### src/design/kbf_pkg.sv
// ----------------------------------------------------------------------------
// kbf_pkg
// Shared types and constants of the k-mer Bloom filter.
// ----------------------------------------------------------------------------
`default_nettype none

package kbf_pkg;

   localparam int              HASH_W              = 32;
   localparam int              K_MAX_DEFAULT       = 32;
   localparam longint unsigned BLOOM_BITS_DEFAULT  = 64'd1048576;
   localparam longint unsigned RUN_MAX_DEFAULT     = 64'd65535;

   localparam logic [5:0]      KMER_LENGTH_RESET   = 6'd31;
   localparam logic [15:0]     KMER_INDEX_MAX      = 16'hFFFF;

   localparam logic            MODE_INSERT         = 1'b0;
   localparam logic            MODE_QUERY          = 1'b1;

   // Item that travels down the pipeline beside the hash.
   typedef struct packed {
      logic        valid;
      logic        mode;
      logic        group_end;
      logic [15:0] kmer_index;
   } tag_type;

endpackage

`default_nettype wire

### src/design/kbf_index_unit.sv
// ----------------------------------------------------------------------------
// kbf_index_unit
// Reduces the 32-bit hash modulo the filter size in four stages: multiply
// by a fixed reciprocal, multiply the quotient back, subtract, correct.
// ----------------------------------------------------------------------------
`default_nettype none

module kbf_index_unit #(
   parameter longint unsigned BLOOM_BITS = kbf_pkg::BLOOM_BITS_DEFAULT
) (
   input  wire logic                         clock,
   input  wire logic                         reset,
   input  wire logic                         advance,
   input  wire kbf_pkg::tag_type             in_tag,
   input  wire logic [kbf_pkg::HASH_W-1:0]   in_hash,
   output kbf_pkg::tag_type                  out_tag,
   output logic      [kbf_pkg::HASH_W-1:0]   out_bit_index
);

   localparam int           HW         = kbf_pkg::HASH_W;
   localparam int           IDX_BITS   = $clog2(BLOOM_BITS);
   localparam int           SHIFT      = HW + IDX_BITS;
   // floor(2^(32+L) / B) stays below 2^33; the estimated quotient is off by at most one
   localparam logic [64:0]  RECIP_WIDE = (65'd1 << SHIFT) / 65'(BLOOM_BITS);
   localparam logic [32:0]  RECIP      = RECIP_WIDE[32:0];
   localparam logic [33:0]  DIVISOR    = 34'(BLOOM_BITS);

   kbf_pkg::tag_type  a_tag_ff, b_tag_ff, c_tag_ff, d_tag_ff;
   logic [HW-1:0]     a_hash_ff, b_hash_ff;
   logic [64:0]       a_prod_ff;
   logic [64:0]       a_prod_in;
   logic [HW-1:0]     b_quot;
   logic [33:0]       b_back_ff;
   logic [33:0]       b_back_in;
   logic [33:0]       c_rem_ff;
   logic [33:0]       c_rem_in;
   logic [33:0]       d_rem_in;
   logic [HW-1:0]     d_index_ff;

   always_comb begin
      a_prod_in = 65'(in_hash) * 65'(RECIP);
      b_quot    = HW'(a_prod_ff >> SHIFT);
      b_back_in = 34'(b_quot) * DIVISOR;
      c_rem_in  = {2'b00, b_hash_ff} - b_back_ff;
      d_rem_in  = (c_rem_ff >= DIVISOR) ? c_rem_ff - DIVISOR : c_rem_ff;
   end

   always_ff @(posedge clock) begin
      if (reset) begin
         a_tag_ff <= '0;
         b_tag_ff <= '0;
         c_tag_ff <= '0;
         d_tag_ff <= '0;
      end else if (advance) begin
         a_tag_ff <= in_tag;
         b_tag_ff <= a_tag_ff;
         c_tag_ff <= b_tag_ff;
         d_tag_ff <= c_tag_ff;
      end
   end

   always_ff @(posedge clock) begin
      if (advance) begin
         a_hash_ff  <= in_hash;
         a_prod_ff  <= a_prod_in;
         b_hash_ff  <= a_hash_ff;
         b_back_ff  <= b_back_in;
         c_rem_ff   <= c_rem_in;
         d_index_ff <= d_rem_in[HW-1:0];
      end
   end

   assign out_tag       = d_tag_ff;
   assign out_bit_index = d_index_ff;

endmodule

`default_nettype wire

### config.mk
export PLATFORM = sky130hd
export DESIGN_NAME = kbf_index_unit
export DESIGN_NICKNAME = d
export VERILOG_FILES = /design/src/design/kbf_pkg.sv /design/src/design/kbf_index_unit.sv
export SDC_FILE = /design/constraint.sdc
export NUM_CORES = 1
export LEC_CHECK = 0
export BUFFER_PORTS_ARGS = -buffer_cell sky130_fd_sc_hd__buf_4
export CAP_MARGIN = 25
export CELL_PAD_IN_SITES_DETAIL_PLACEMENT = 0
export CELL_PAD_IN_SITES_GLOBAL_PLACEMENT = 1
export CORE_ASPECT_RATIO = 2
export CORE_UTILIZATION = 30
export DETAILED_ROUTE_END_ITERATION = 6
export PLACE_DENSITY = 0.55
export SYNTH_ARGS = -nofsm -noshare
export SYNTH_HDL_FRONTEND = slang
export SYNTH_SLANG_ARGS = --single-unit
### constraint.sdc
create_clock -name clock -period 2.2 [get_ports clock]
set_clock_uncertainty 0.15 [all_clocks]
set_input_delay 0 -clock clock [delete_from_list [all_inputs] [get_ports clock]]
set_output_delay 0 -clock clock [all_outputs]
set_load 0.01 [all_outputs]
==> impl_metrics.csv <==
group,metric,value,unit
global_route,grt_overflow,0,
sta,post-route-period-util,89.5,%
synthesis,synth.avg_cell_area,16.0,um2
cells_and_area,final_area,7390,um2
pwr,total_power,6.67,mW
global_route,grtUsageTotal,10.0,%
clock_tree,cts_tree,"built",
placement,dpl_cell_area,6270,um2
sta,slew_headroom,48.7,%
sta,fmax,508,MHz
worst_setup_path,critPathMaxStageDelay,0.59,ns
synthesis,syn_area,5410,um2
global_route,grt_pass1_vias,2863,
worst_setup_path,r2r_setup_slack,0.84,ns
detailed_routing,detail_route.wirelength,8.78,mm
sta,final.setup.worst_slack,0.231,ns
placement,dp_hpwl,5.32,mm
clock_tree,htree_num_levels,4,
synthesis,postSynthCellCount,338,
sta,hold_ws,0.163,ns
floorplanning,fp.coreArea,17700,um2
placement,placed_cells,634,
clock_tree,numClockSinks,164,
sta,rsz0062_at_grt,"false",
detailed_routing,drc,0,
placement,routabilityCongestion,0.621,
clock_tree,clk_latency,0.41,ns
clock_tree,cts-root-buf,"clkbuf_16",
global_route,grt_pass1_wl,14.2,mm
sta,fin_setup_tns,0,ns
worst_hold_path,min_path_type,"in -> reg",
detailed_routing,drt_iter0_drc,97,
cells_and_area,final_util,41.8,%
sta,finalSetupViolations,0,
floorplanning,die_area,18600,um2
synthesis,synthDominantCellAreaShare,48.9,%
worst_setup_path,cp_slowest_cell,"dlygate4sd3_1",
cells_and_area,num-fill-cells,1648,
placement,pre_cts_slack,0.790,ns
worst_setup_path,path_class,"in -> reg",
worst_setup_path,cpMostUsedCell,"dlygate4sd3_1",
flow_run,cap_viol_max_count,0,
synthesis,seq_area_frac_synth,77.0,%
floorplanning,start_util,30.5,%
placement,io_buffer_count,92,
floorplanning,dieHeight,192,um
synthesis,synth_area_leader_cell,"edfxtp_1",
detailed_routing,wl_per_cell,12.2,um
cells_and_area,drive_gt1_share,25.0,%
synthesis,ys_types,9,
global_route,antenna_found_initial,0,
synthesis,ys_ff_latch,164,
cells_and_area,multi_input_area,1080,um2
floorplanning,fp-row-count,69,
cells_and_area,final_cell_mix,"buf_4, edfxtp_1, mux2i_1, nor2_1, dfxtp_1",
clock_tree,clockBufferDepth,2,
cells_and_area,stdcell_count,720,
pwr,powerDensity,902,nW/um2
cells_and_area,antenna_cells,0,
pwr,ir_drop,524,uV
global_route,grt_max_degree,77,
worst_setup_path,critPathMaxFanout,48,
synthesis,yosysWarnings,0,
clock_tree,postCtsSetupRepairBufs,0,
floorplanning,die_w,96.9,um
sta,fin_crit,1.97,ns
synthesis,synth.area.top_cells,"edfxtp_1, dfxtp_1, mux2i_1",
pwr,power_leakage,3.09,nW
clock_tree,cts.clk_slew.worst_paths,0.06,ns
clock_tree,cts_made_buffers,17,
run_status,status,"finished, final reports clean",
worst_setup_path,crit_path_end_kind,"flip-flop",
floorplanning,boundaryPins,105,
sta,hold_violations,0,
detailed_routing,routed_via_density,4.18,
cells_and_area,nets,548,
worst_setup_path,required,2.34,ns
cells_and_area,area.growth.synth_to_final,36.8,%
sta,worstMarginPinSlew,0.769,ns
worst_setup_path,path_cells,"dlygate4sd3_1 -> buf_12 -> buf_4 -> mux2i_1 -> nor2_1 -> dlygate4sd3_1",
cells_and_area,layout_commonest_cell,"buf_4",
worst_setup_path,start_kind,"input port",
detailed_routing,first_pass_iters,4,
worst_setup_path,worstPathArrival,2.11,ns
detailed_routing,ant_nets,0,
detailed_routing,via_count,3012,
sta,final_max_slew_viol_count,0,
cells_and_area,register_area,4160,um2
-- where the power goes --
part | total, mW | switching (mW) | leakage [nW] | internal (mW)
clock | 2.83 | 1.15 | 0.279 | 1.68
sequential | 3.44 | 0.0481 | 1.48 | 3.39
combinational | 0.397 | 0.173 | 1.33 | 0.224
-- metal layers --
layer  part of all wire, %  GRT usage [%]
met5                     0              0
met2                    48           16.1
met4                   2.2           5.68
met1                    46           12.0
met3                   3.8           3.09
-- registers in the layout, summed over array words and instances (netlist names) --
signal         cells
a_tag_ff          19
out_bit_index     28
out_tag           19
c_rem_ff          20
c_tag_ff          19
b_hash_ff         20
a_hash_ff         20
b_tag_ff          19
-- kinds of logic after synthesis --
| logic type | Yosys count | share of synthesized area, % |
|---|---|---|
| and+or+nand+nor | 76 | 5.28 |
| DFF | 164 | 77.0 |
| buffers and inverters | 21 | 3.54 |
| other | 1 | 0.0694 |
| muxes | 76 | 14.1 |
-- cell type report --
class | instances | share of cell area (%)
clock buffer | 20 | 6.46
clock inverter | 12 | 1.40
multi-input combinational | 160 | 14.6
sequential | 164 | 56.3
tap | 213 | 3.60
timing repair buffer | 151 | 17.7
-- critical path: cells and delay by family --
kind,cells,cell delay (ns)
buffers and inverters,4,1.82
multiplexers,1,0.22
AND/OR/NAND/NOR,1,0.05
-- path summary, 6_finish.rpt --
path / startpoint / endpoint / cells after the start
hold reg to reg: c_rem_ff[10] / out_bit_index[10] / 0
setup / recovery: advance / a_tag_ff[16] / 6
hold / removal: in_hash[9] / a_hash_ff[9] / 2
setup reg to reg: a_tag_ff[6] / a_tag_ff[6] / 3
-- synthesized netlist by cell type --
| cell type | number |
|---|---|
| edfxtp_1 | 88 |
| buf_12 | 5 |
| clkbuf_1 | 7 |
| conb_1 | 1 |
| buf_2 | 1 |
| nor2_1 | 76 |
| dfxtp_1 | 76 |
| buf_4 | 8 |
| mux2i_1 | 76 |
-- timing repair --
action / 4_1_cts / 5_1_grt
hold endpoints to repair: 107 / 0
endpoints found under the setup margin: 0 / 3
resized for setup: 0 / 2
hold buffers: 54 / 0
No activity file was read; power rests on OpenSTA's default activity.
