<file path="config.mk">
export PLATFORM = sky130hd
export DESIGN_NAME = kbf_hash_cell
export DESIGN_NICKNAME = d
export VERILOG_FILES = /design/src/design/kbf_pkg.sv /design/src/design/kbf_hash_cell.sv
export SDC_FILE = /design/constraint.sdc
export NUM_CORES = 1
export LEC_CHECK = 0
export ABC_AREA = 0
export BUFFER_PORTS_ARGS = -buffer_cell sky130_fd_sc_hd__buf_4
export CAP_MARGIN = 20
export CORE_MARGIN = 5
export CORE_UTILIZATION = 25
export CTS_BUF_LIST = sky130_fd_sc_hd__clkbuf_4 sky130_fd_sc_hd__clkbuf_8 sky130_fd_sc_hd__clkbuf_16
export DETAILED_ROUTE_END_ITERATION = 12
export HOLD_SLACK_MARGIN = 0.08
export PLACE_DENSITY = 0.49
export SLEW_MARGIN = 20
export SYNTH_ARGS = -nofsm -noshare
export SYNTH_HDL_FRONTEND = slang
export SYNTH_SLANG_ARGS = --single-unit
</file>
<file path="constraint.sdc">
create_clock -name clock -period 4.3 [get_ports clock]
set_input_delay 0.86 -clock clock [delete_from_list [all_inputs] [get_ports clock]]
set_output_delay 0.86 -clock clock [all_outputs]
set_load 0.01 [all_outputs]
</file>
<file path="src/design/kbf_pkg.sv">
// ----------------------------------------------------------------------------
// kbf_pkg
// Shared types and constants of the k-mer Bloom filter.
// ----------------------------------------------------------------------------
`default_nettype none

package kbf_pkg;

   localparam int              HASH_W              = 32;
   localparam int              K_MAX_DEFAULT       = 32;
   localparam longint unsigned BLOOM_BITS_DEFAULT  = 64'd1048576;
   localparam longint unsigned RUN_MAX_DEFAULT     = 64'd65535;

   localparam logic [5:0]      KMER_LENGTH_RESET   = 6'd31;
   localparam logic [15:0]     KMER_INDEX_MAX      = 16'hFFFF;

   localparam logic            MODE_INSERT         = 1'b0;
   localparam logic            MODE_QUERY          = 1'b1;

   // Item that travels down the pipeline beside the hash.
   typedef struct packed {
      logic        valid;
      logic        mode;
      logic        group_end;
      logic [15:0] kmer_index;
   } tag_type;

endpackage

`default_nettype wire

</file>
<file path="src/design/kbf_hash_cell.sv">
// ----------------------------------------------------------------------------
// kbf_hash_cell
// One xorshift32 step of the window hash chain. The cell holds the hash of
// the window that is one character longer than its left neighbor's.
// ----------------------------------------------------------------------------
`default_nettype none

module kbf_hash_cell (
   input  wire logic                         clock,
   input  wire logic                         enable,
   input  wire logic [7:0]                   base,
   input  wire logic [kbf_pkg::HASH_W-1:0]   prev_hash,
   output logic      [kbf_pkg::HASH_W-1:0]   hash
);

   localparam int SHIFT_A = 13;
   localparam int SHIFT_B = 17;
   localparam int SHIFT_C = 5;

   logic [kbf_pkg::HASH_W-1:0] hash_ff;
   logic [kbf_pkg::HASH_W-1:0] hash_in;
   logic [kbf_pkg::HASH_W-1:0] mix_a;
   logic [kbf_pkg::HASH_W-1:0] mix_b;
   logic [kbf_pkg::HASH_W-1:0] mix_c;

   always_comb begin
      // base is hashed as a signed char
      mix_a   = prev_hash ^ {{(kbf_pkg::HASH_W-8){base[7]}}, base};
      mix_b   = mix_a ^ (mix_a << SHIFT_A);
      mix_c   = mix_b ^ (mix_b >> SHIFT_B);
      hash_in = mix_c ^ (mix_c << SHIFT_C);
   end

   always_ff @(posedge clock) begin
      if (enable) begin
         hash_ff <= hash_in;
      end
   end

   assign hash = hash_ff;

endmodule

`default_nettype wire

</file>
==> metrics, run 1 <==
1st-iter DRT viols 35; Synth top area share 0.5389; Remaining DRCs 0; area leader, netlist edfxtp_1; Ant. Diodes 0; PD cells 418.5 nW/um2; gpl congestion 0.7553; worst min path class in2reg; syn_area_per_cell 16.06 um2; die area 8921 um2; Final Instance Area 2509 um2; CP Data Arrival Time 1960 ps; Initial Util 0.2596; Vias/cell 3.743; largest net degree at the start of global routing 33; Mapped Cells 111; FP Rows 30; worst vdd ir 0.1215 mV; Placed Area 2440 um2; outcome finished, final reports clean; syn nets 153; Leakage 1.016 nW; clock power share 0.192; chip width 94.45 um; Pwr Total 1.050 mW; # hold bufs at CTS 0; global-route usage over all layers 0.09585; RSZ-0062 raised after global routing no; Synth Area in Simple Gates 0; share of cells above drive strength 1 0.4362; Switching Share 0.2745; HPWL after DPL 3358 um; Final Hold Vio Count 0; clock sinks 32; Final Worst Setup Slack 2357 ps; Slew Limit Fails 0; routed vias 1063; multi-input gate area in the final layout 810.8 um2; postcts setup bufs 0; wire length per cell 14.32 um; Routed Antenna Nets 0; most common cell after layout, fill and taps aside buf_4; Slew HR 0.7025; Clock transition at path regs 60 ps; vias in the first global route 1250; IO Pins 74; crit end category flop; core area 6869 um2; final wirelength 4068 um; max reg flops 32; combinational share of power 0.360; DIE HEIGHT 94.45 um; largest family of logic cells by synthesized area XOR/XNOR gates; synth unique cells 8; Cells after DPL 279; CTS tree built; Finished Layout Cells 284; Seq cells post-synth 32; H-Tree Level Count 2; most frequent cells in the layout buf_4 (73), xnor2_1 (48), edfxtp_1 (32), xor2_1 (19), xnor3_1 (6); clock buffer depth 2; register area 960.9 um2; Area Growth Syn to Fin 40.70%; post-synthesis compound-gate area fraction 0; DR pass1 iterations 4; grt total ovfl 0; synth top area cells edfxtp_1 (54%), xnor2_1 (24%), xor2_1 (9.3%), xnor3_1 (7.6%), xnor2_2 (1.8%); total CTS buffers 5; mux contribution to synthesized area 0; crit path time final 1943 ps; Final TNS setup 0 ps; final design utilization 0.3652; post-synthesis adder-cell area fraction 0; hold_ws 976.8 ps; initial antenna violation count 0; PortBufs 73; CP Max Fanout 4; # setup viols final 0; Pint 0.7617 mW; fillers 689; first-pass GRT wire length 6382 um; final critical-path share of the clock period 0.4518; Fmax 514.8 MHz; xor and xnor area share after synthesis 0.4547; critical path startpoint category input pin; critical setup path kind in2reg; Nets 232; DP Worst Slack 2040 ps; root buffer cell clkbuf_8; register area share after synthesis 0.5389; post_cts resized 0; synthesized area 1783 um2; max-cap violation count 0; required time worst endpoint 4320 ps; worst-margin pin slew 443.0 ps; switching power 0.2881 mW; yosys warns 0; Reg power frac 0.447
[power by group through the flow]
stage               combinational, mW  clock [mW]  sequential, mW
finish                          0.378       0.202           0.470
floorplan                       0.175           0           0.507
global placement                0.385           0           0.475
CTS                             0.389       0.210           0.472
global route                    0.412       0.225           0.478
detailed placement              0.388           0           0.478
[final cells by class]
type / instances / area share
clock buffer: 5 / 0.02743
timing repair buffer: 73 / 0.2185
sequential: 32 / 0.3830
multi-input combinational: 78 / 0.3232
tap: 96 / 0.04788
[layer usage]
metal,up-vias,wire length (um),track usage
met2,44,2108,0.1590
met5,-,0,0
met1,493,1594,0.1114
met3,2,351,0.04064
li1,524,-,-
met4,0,13,0.03245
[critical path, stage by stage]
cell and delay, ps:
buf_4 110, xor2_1 310, xnor2_2 230, xnor3_1 460
[final timing paths]
| check | start | endpoint | slack (ps) | depth (start not counted) |
|---|---|---|---|---|
| worst max-delay path | base[6] | hash[7] | 2360 | 4 |
| worst min-delay path | prev_hash[30] | hash[30] | 980 | 3 |
[cell families (layout without fill, tap and decap cells)]
logic type | count (synthesis) | count (layout)
flip-flops | 32 | 32
buffers and inverters | 1 | 78
XOR/XNOR | 78 | 78
[cell usage after synthesis (all sizes together)]
cell    count
edfxtp     32
xnor2      50
xnor3       6
xor3        1
buf         1
xor2       21
No activity file was read; power rests on OpenSTA's default activity.
==> inputs of run 2 (changes only) <==
--- a/config.mk
+++ b/config.mk
@@ -5,7 +5,7 @@
 export SDC_FILE = /design/constraint.sdc
 export NUM_CORES = 1
 export LEC_CHECK = 0
-export ABC_AREA = 0
+export ABC_AREA = 1
 export BUFFER_PORTS_ARGS = -buffer_cell sky130_fd_sc_hd__buf_4
 export CAP_MARGIN = 20
 export CORE_MARGIN = 5
@@ -13,7 +13,7 @@
 export CTS_BUF_LIST = sky130_fd_sc_hd__clkbuf_4 sky130_fd_sc_hd__clkbuf_8 sky130_fd_sc_hd__clkbuf_16
 export DETAILED_ROUTE_END_ITERATION = 12
 export HOLD_SLACK_MARGIN = 0.08
-export PLACE_DENSITY = 0.49
+export PLACE_DENSITY = 0.46
 export SLEW_MARGIN = 20
 export SYNTH_ARGS = -nofsm -noshare
 export SYNTH_HDL_FRONTEND = slang
==> constraint.sdc (replaced) <==
create_clock -name clock -period 1.8 [get_ports clock]
set_input_delay 0.36 -clock clock [delete_from_list [all_inputs] [get_ports clock]]
set_output_delay 0.36 -clock clock [all_outputs]
set_load 0.01 [all_outputs]
==> run 2 against run 1 <==
Against the previous run:
- setup slack got worse by 2100 ps
- sequential power increased by 120%
- utilization decreased by 3.6 points
- global-route usage increased by 1.8 points
- critical path type unchanged
- cell area increased by 43%
- via count increased by 140%
- synthesized cell count increased to 3.6 times the previous value
==> metrics, run 2 <==
outcome finished, final reports clean; DP Worst Slack 15.61 ps (-2024 ps); final critical-path share of the clock period 0.8350; Routed Antenna Nets 0 (unchanged); Placed Area 3467 um2 (+42%); largest net degree at the start of global routing 33 (unchanged); 1st-iter DRT viols 108 (+210%); most common cell after layout, fill and taps aside nand2_1; share of cells above drive strength 1 0.2442 (-0.1920); IO Pins 74 (unchanged); synth unique cells 14 (+6); max-cap violation count 0 (unchanged); synth top area cells edfxtp_1 (34%), nand2_1 (31%), nand3_1 (5.7%), nand2_2 (5.3%), xnor2_1 (5.3%); Seq cells post-synth 32 (unchanged); Slew Limit Fails 0 (unchanged); # hold bufs at CTS 0 (unchanged); initial antenna violation count 0 (unchanged); Remaining DRCs 0 (unchanged); Ant. Diodes 0 (unchanged); Slew HR 0.7015 (-0.0009660); clock buffer depth 2 (unchanged); final design utilization 0.3292 (-0.03603); crit path time final 1503 ps; PortBufs 73 (unchanged); synthesized area 2810 um2 (+58%); critical setup path kind in2reg; hold path start enable; Initial Util 0.2570 (-0.002583); post_cts resized 0 (unchanged); crit end category flop; # setup viols final 0 (unchanged); Area Growth Syn to Fin 28.09%; grt total ovfl 0 (unchanged); register area share after synthesis 0.3419 (-0.1970); postcts setup bufs 0 (unchanged); CP Data Arrival Time 1540 ps (-420 ps); wire length per cell 12.32 um (-14%); CTS tree built; routed vias 2567 (+140%); H-Tree Level Count 2 (unchanged); Vias/cell 4.174 (+12%); Synth top area share 0.3419 (-0.1970); core area 10940 um2 (+59%); RSZ-0062 raised after global routing no; yosys warns 0 (unchanged); worst vdd ir 0.3513 mV (+190%); Final Instance Area 3600 um2 (+43%); DR pass1 iterations 4 (unchanged); Nets 517 (+120%); Hold Path Stages 1 (-2); required time worst endpoint 1830 ps (-2490 ps); Synth Flop Type edfxtp_1; first-pass GRT wire length 11700 um (+83%); total CTS buffers 5 (unchanged); root buffer cell clkbuf_16; clock sinks 32 (unchanged); Final TNS setup 0 ps (unchanged); gpl congestion 0.7991 (+5.8%); max reg flops 32 (unchanged); Synth top cells by count nand2_1 (229), edfxtp_1 (32), inv_1 (32), nand3_1 (32), nand2_2 (24); chip width 116.0 um (+23%); worst-margin pin slew 447.7 ps (+4.632 ps); most frequent cells in the layout nand2_1 (229), buf_4 (75), inv_1 (32), nand3_1 (32), edfxtp_1 (32); die area 13460 um2 (+51%); area leader, netlist edfxtp_1; global-route usage over all layers 0.1139 (+0.01803); async set-reset flop share out of synthesis 0 (unchanged); hold_ws 562.3 ps (-414.5 ps); FP Rows 38 (+27%); Final Worst Setup Slack 297.1 ps (-2060 ps); Clock transition at path regs 50 ps (about the same); Worst Hold Endpoint hash[25]; Mapped Cells 399 (+260%); worst min path class in2reg; syn_area_per_cell 7.043 um2 (-56%); DIE HEIGHT 116.0 um (+23%); critical path startpoint category input pin; PD cells 813.7 nW/um2 (+94%); Post-synth EDFFs 32 (unchanged); Fmax 665.4 MHz; HPWL after DPL 6303 um (+88%); most common cell in the netlist nand2_1; final wirelength 7578 um (+86%); CP Max Fanout 21 (+17); syn nets 441 (+190%); Final Hold Vio Count 0 (unchanged); vias in the first global route 2369 (+90%); Leakage 1.891 nW (+86%)
==> run 2: metrics by stage <==
step           instances  power (mW)
4_1_cts              615       2.982
3_3_place_gp         608       2.162
5_1_grt              615       3.143
6_report             615       2.929
2_1_floorplan        399       1.720
3_5_place_dp         608       2.169
==> run 2: logic make-up after synthesis <==
group         synth area share
buf+inv                0.08014
xor+xnor                0.1616
flops                   0.3419
simple gates            0.4163
==> run 2: final cells by class <==
type,instances,area [um2]
Clock inverter,2,7.507
Tap cell,140,175.2
Sequential cell,32,960.9
Fill cell,1175,7336
Multi-Input combinational cell,327,1624
Inverter,33,123.9
Timing Repair Buffer,76,583.1
Clock buffer,5,125.1
==> run 2: power by group <==
| part | switching [mW] | internal [mW] | total (mW) |
|---|---|---|---|
| registers | 0.0439 | 1.00 | 1.05 |
| logic | 0.628 | 0.459 | 1.09 |
| clock network | 0.301 | 0.494 | 0.796 |
| total | 0.973 | 1.96 | 2.93 |
==> run 2: critical path, cell delays in order <==
cell and delay [ps]:
buf_4 150, inv_2 290, nand2_1 110, nand2_2 120
inv_1 80, nand2_1 90, nand2_1 90, nand2_1 70
nand2_1 70, nand2_1 60, nand2_1 40
==> run 2: how the worst max path moves through the flow <==
stage | slack, ps | to | startpoint
after floorplan | 340 | hash[5] | base[7]
after global placement | 70 | hash[14] | base[7]
after detailed placement | 20 | hash[6] | base[7]
after CTS | 300 | hash[6] | base[7]
after global routing | 120 | hash[9] | base[7]
final | 300 | hash[6] | base[7]
==> run 2: routing by layer <==
layer	GRT usage	part of all wire	wire, um
met1	0.1489	0.46	3475
met5	0	0	0
met4	0.03712	0.011	87
met3	0.01880	0.058	438
met2	0.1918	0.47	3577
==> inputs of run 3 (changes only) <==
==> constraint.sdc (replaced) <==
create_clock -name clock -period 1.55 [get_ports clock]
set_input_delay 0.31 -clock clock [delete_from_list [all_inputs] [get_ports clock]]
set_output_delay 0.31 -clock clock [all_outputs]
set_load 0.01 [all_outputs]
==> run 3 against run 2 <==
Against the previous run:
- non-clock buffer count up 24
- combinational power up 25%
- sequential share of layout area down 1.4 points
- clock power up 15%
- power up 19%
- flip-flop and latch count unchanged
- cell area up 5.4%
- critical path depth down 1
- setup slack worse by 67 ps
- first-iteration DRC count up 15%
- global-route usage about the same
- hold slack worse by 51 ps
- critical path type unchanged
- critical endpoint is now hash[13]
==> metrics, run 3 (synthesis gave the netlist of run 2 again) <==
Remaining DRCs 0 (unchanged); PD cells 916.3 nW/um2 (+13%); switching power 1.125 mW (+16%); FP Rows 38 (unchanged); postcts setup bufs 0 (unchanged); wire length per cell 11.57 um (-6.1%); most common cell after layout, fill and taps aside nand2_1; final wirelength 7393 um (-2.4%); critical setup path kind in2reg; RSZ-0062 raised after global routing no; Initial Util 0.2570 (unchanged); Worst Hold Endpoint hash[25]; total CTS buffers 5 (unchanged); worst vdd ir 0.4551 mV (+30%); worst-margin pin slew 429.6 ps (-18.12 ps); largest net degree at the start of global routing 33 (unchanged); PortBufs 73 (unchanged); 1st-iter DRT viols 124 (+15%); initial antenna violation count 0 (unchanged); Final Hold Vio Count 0 (unchanged); # setup viols final 0 (unchanged); root buffer cell clkbuf_16; share of cells above drive strength 1 0.2806 (+0.03635); required time worst endpoint 1570 ps (-260 ps); Reg power frac 0.348 (-0.009); fillers 1189 (+1.2%); chip width 116.0 um (unchanged); register area 960.9 um2 (unchanged); Clock transition at path regs 50 ps (about the same); post_cts resized 0 (unchanged); Leakage 2.012 nW (+6.4%); gpl congestion 0.8084 (+1.2%); Cells after DPL 632 (+3.9%); Fmax 757.7 MHz; global-route usage over all layers 0.1142 (+0.0003230); Routed Antenna Nets 0 (unchanged); combinational share of power 0.390 (+0.019); DIE HEIGHT 116.0 um (unchanged); Vias/cell 4.185 (+0.26%); HPWL after DPL 6311 um (+0.12%); routed vias 2674 (+4.2%); Finished Layout Cells 639 (+3.9%); Switching Share 0.3236 (-0.008718); # hold bufs at CTS 0 (unchanged); critical path startpoint category input pin; core area 10940 um2 (unchanged); Hold Path Stages 1 (unchanged); most frequent cells in the layout nand2_1 (229), buf_4 (98), inv_1 (32), nand3_1 (32), edfxtp_1 (32); CTS tree built; IO Pins 74 (unchanged); Nets 541 (+4.6%); final critical-path share of the clock period 0.8515; Ant. Diodes 0 (unchanged); max reg flops 32 (unchanged); clock sinks 32 (unchanged); die area 13460 um2 (unchanged); DR pass1 iterations 4 (unchanged); first-pass GRT wire length 11980 um (+2.4%); clock buffer depth 2 (unchanged); CP Max Fanout 9 (-57%); hold path start enable; CP Data Arrival Time 1340 ps (-200 ps); crit end category flop; Pint 2.351 mW (+20%); clock power share 0.262 (-0.010); worst min path class in2reg; Slew HR 0.7136 (+0.01208); crit path time final 1320 ps; grt total ovfl 0 (unchanged); multi-input gate area in the final layout 1624 um2 (unchanged); Slew Limit Fails 0 (unchanged); H-Tree Level Count 2 (unchanged); Area Growth Syn to Fin 34.95%; max-cap violation count 0 (unchanged); outcome finished, final reports clean; Pwr Total 3.475 mW (+19%); vias in the first global route 2533 (+6.9%)
==> run 3: cell types whose count changed in the layout (fill, tap and decap cells not counted), sizes merged <==
cell  before  now
buf       76  100
==> run 3: power by group through the flow <==
stage / sequential (mW) / combinational (mW) / clock (mW)
after floorplan: 1.30 / 0.695 / 0
after global placement: 1.23 / 1.36 / 0
after detailed placement: 1.23 / 1.38 / 0
after CTS: 1.21 / 1.38 / 0.949
after global routing: 1.22 / 1.53 / 0.987
final: 1.21 / 1.36 / 0.912
==> run 3: how the worst max path moves through the flow <==
stage | depth (start not counted) | from | to
final | 10 | base[7] | hash[13]
after floorplan | 8 | base[7] | hash[5]
after CTS | 12 | base[7] | hash[9]
after global placement | 12 | base[7] | hash[9]
after global routing | 12 | base[7] | hash[9]
after detailed placement | 12 | base[7] | hash[9]
==> run 3: critical path: stages <==
cell     delay [ps]
buf_4           150
inv_2            90
buf_4           170
nand2_1          70
nand2_2         100
nand2_1         100
nand3_1         100
nand2_1          90
nand3_1          80
nand2_1          70
==> run 3: area by class of cell <==
class                      instances  share of cell area
multi-input combinational        327              0.4282
sequential                        32              0.2534
timing repair buffer             100              0.2046
tap                              140             0.04619
clock buffer                       5             0.03299
inverter                          33             0.03266
clock inverter                     2            0.001980
==> run 3: metal layers <==
| layer | vias up | global-route usage | part of all wire |
|---|---|---|---|
| li1 | 1425 | - | - |
| met1 | 1168 | 0.1532 | 0.45 |
| met2 | 75 | 0.1849 | 0.46 |
| met3 | 6 | 0.02454 | 0.078 |
| met4 | 0 | 0.03403 | 0.011 |
| met5 | - | 0 | 0 |
==> run 3: through the flow <==
stage,worst slack [ps],setup TNS (ps),hold slack (ps),area [um2],utilization
after floorplan,141.9,0,422.5,2810,-
after global placement,-70.49,-169.8,720.1,3660,0.3347
after detailed placement,-75.73,-402.4,719.5,3660,0.3347
after global routing,92.33,0,527.5,3792,0.3468
after CTS,214.9,0,519.6,3792,0.3468
final,230.2,0,511.7,3792,0.3468
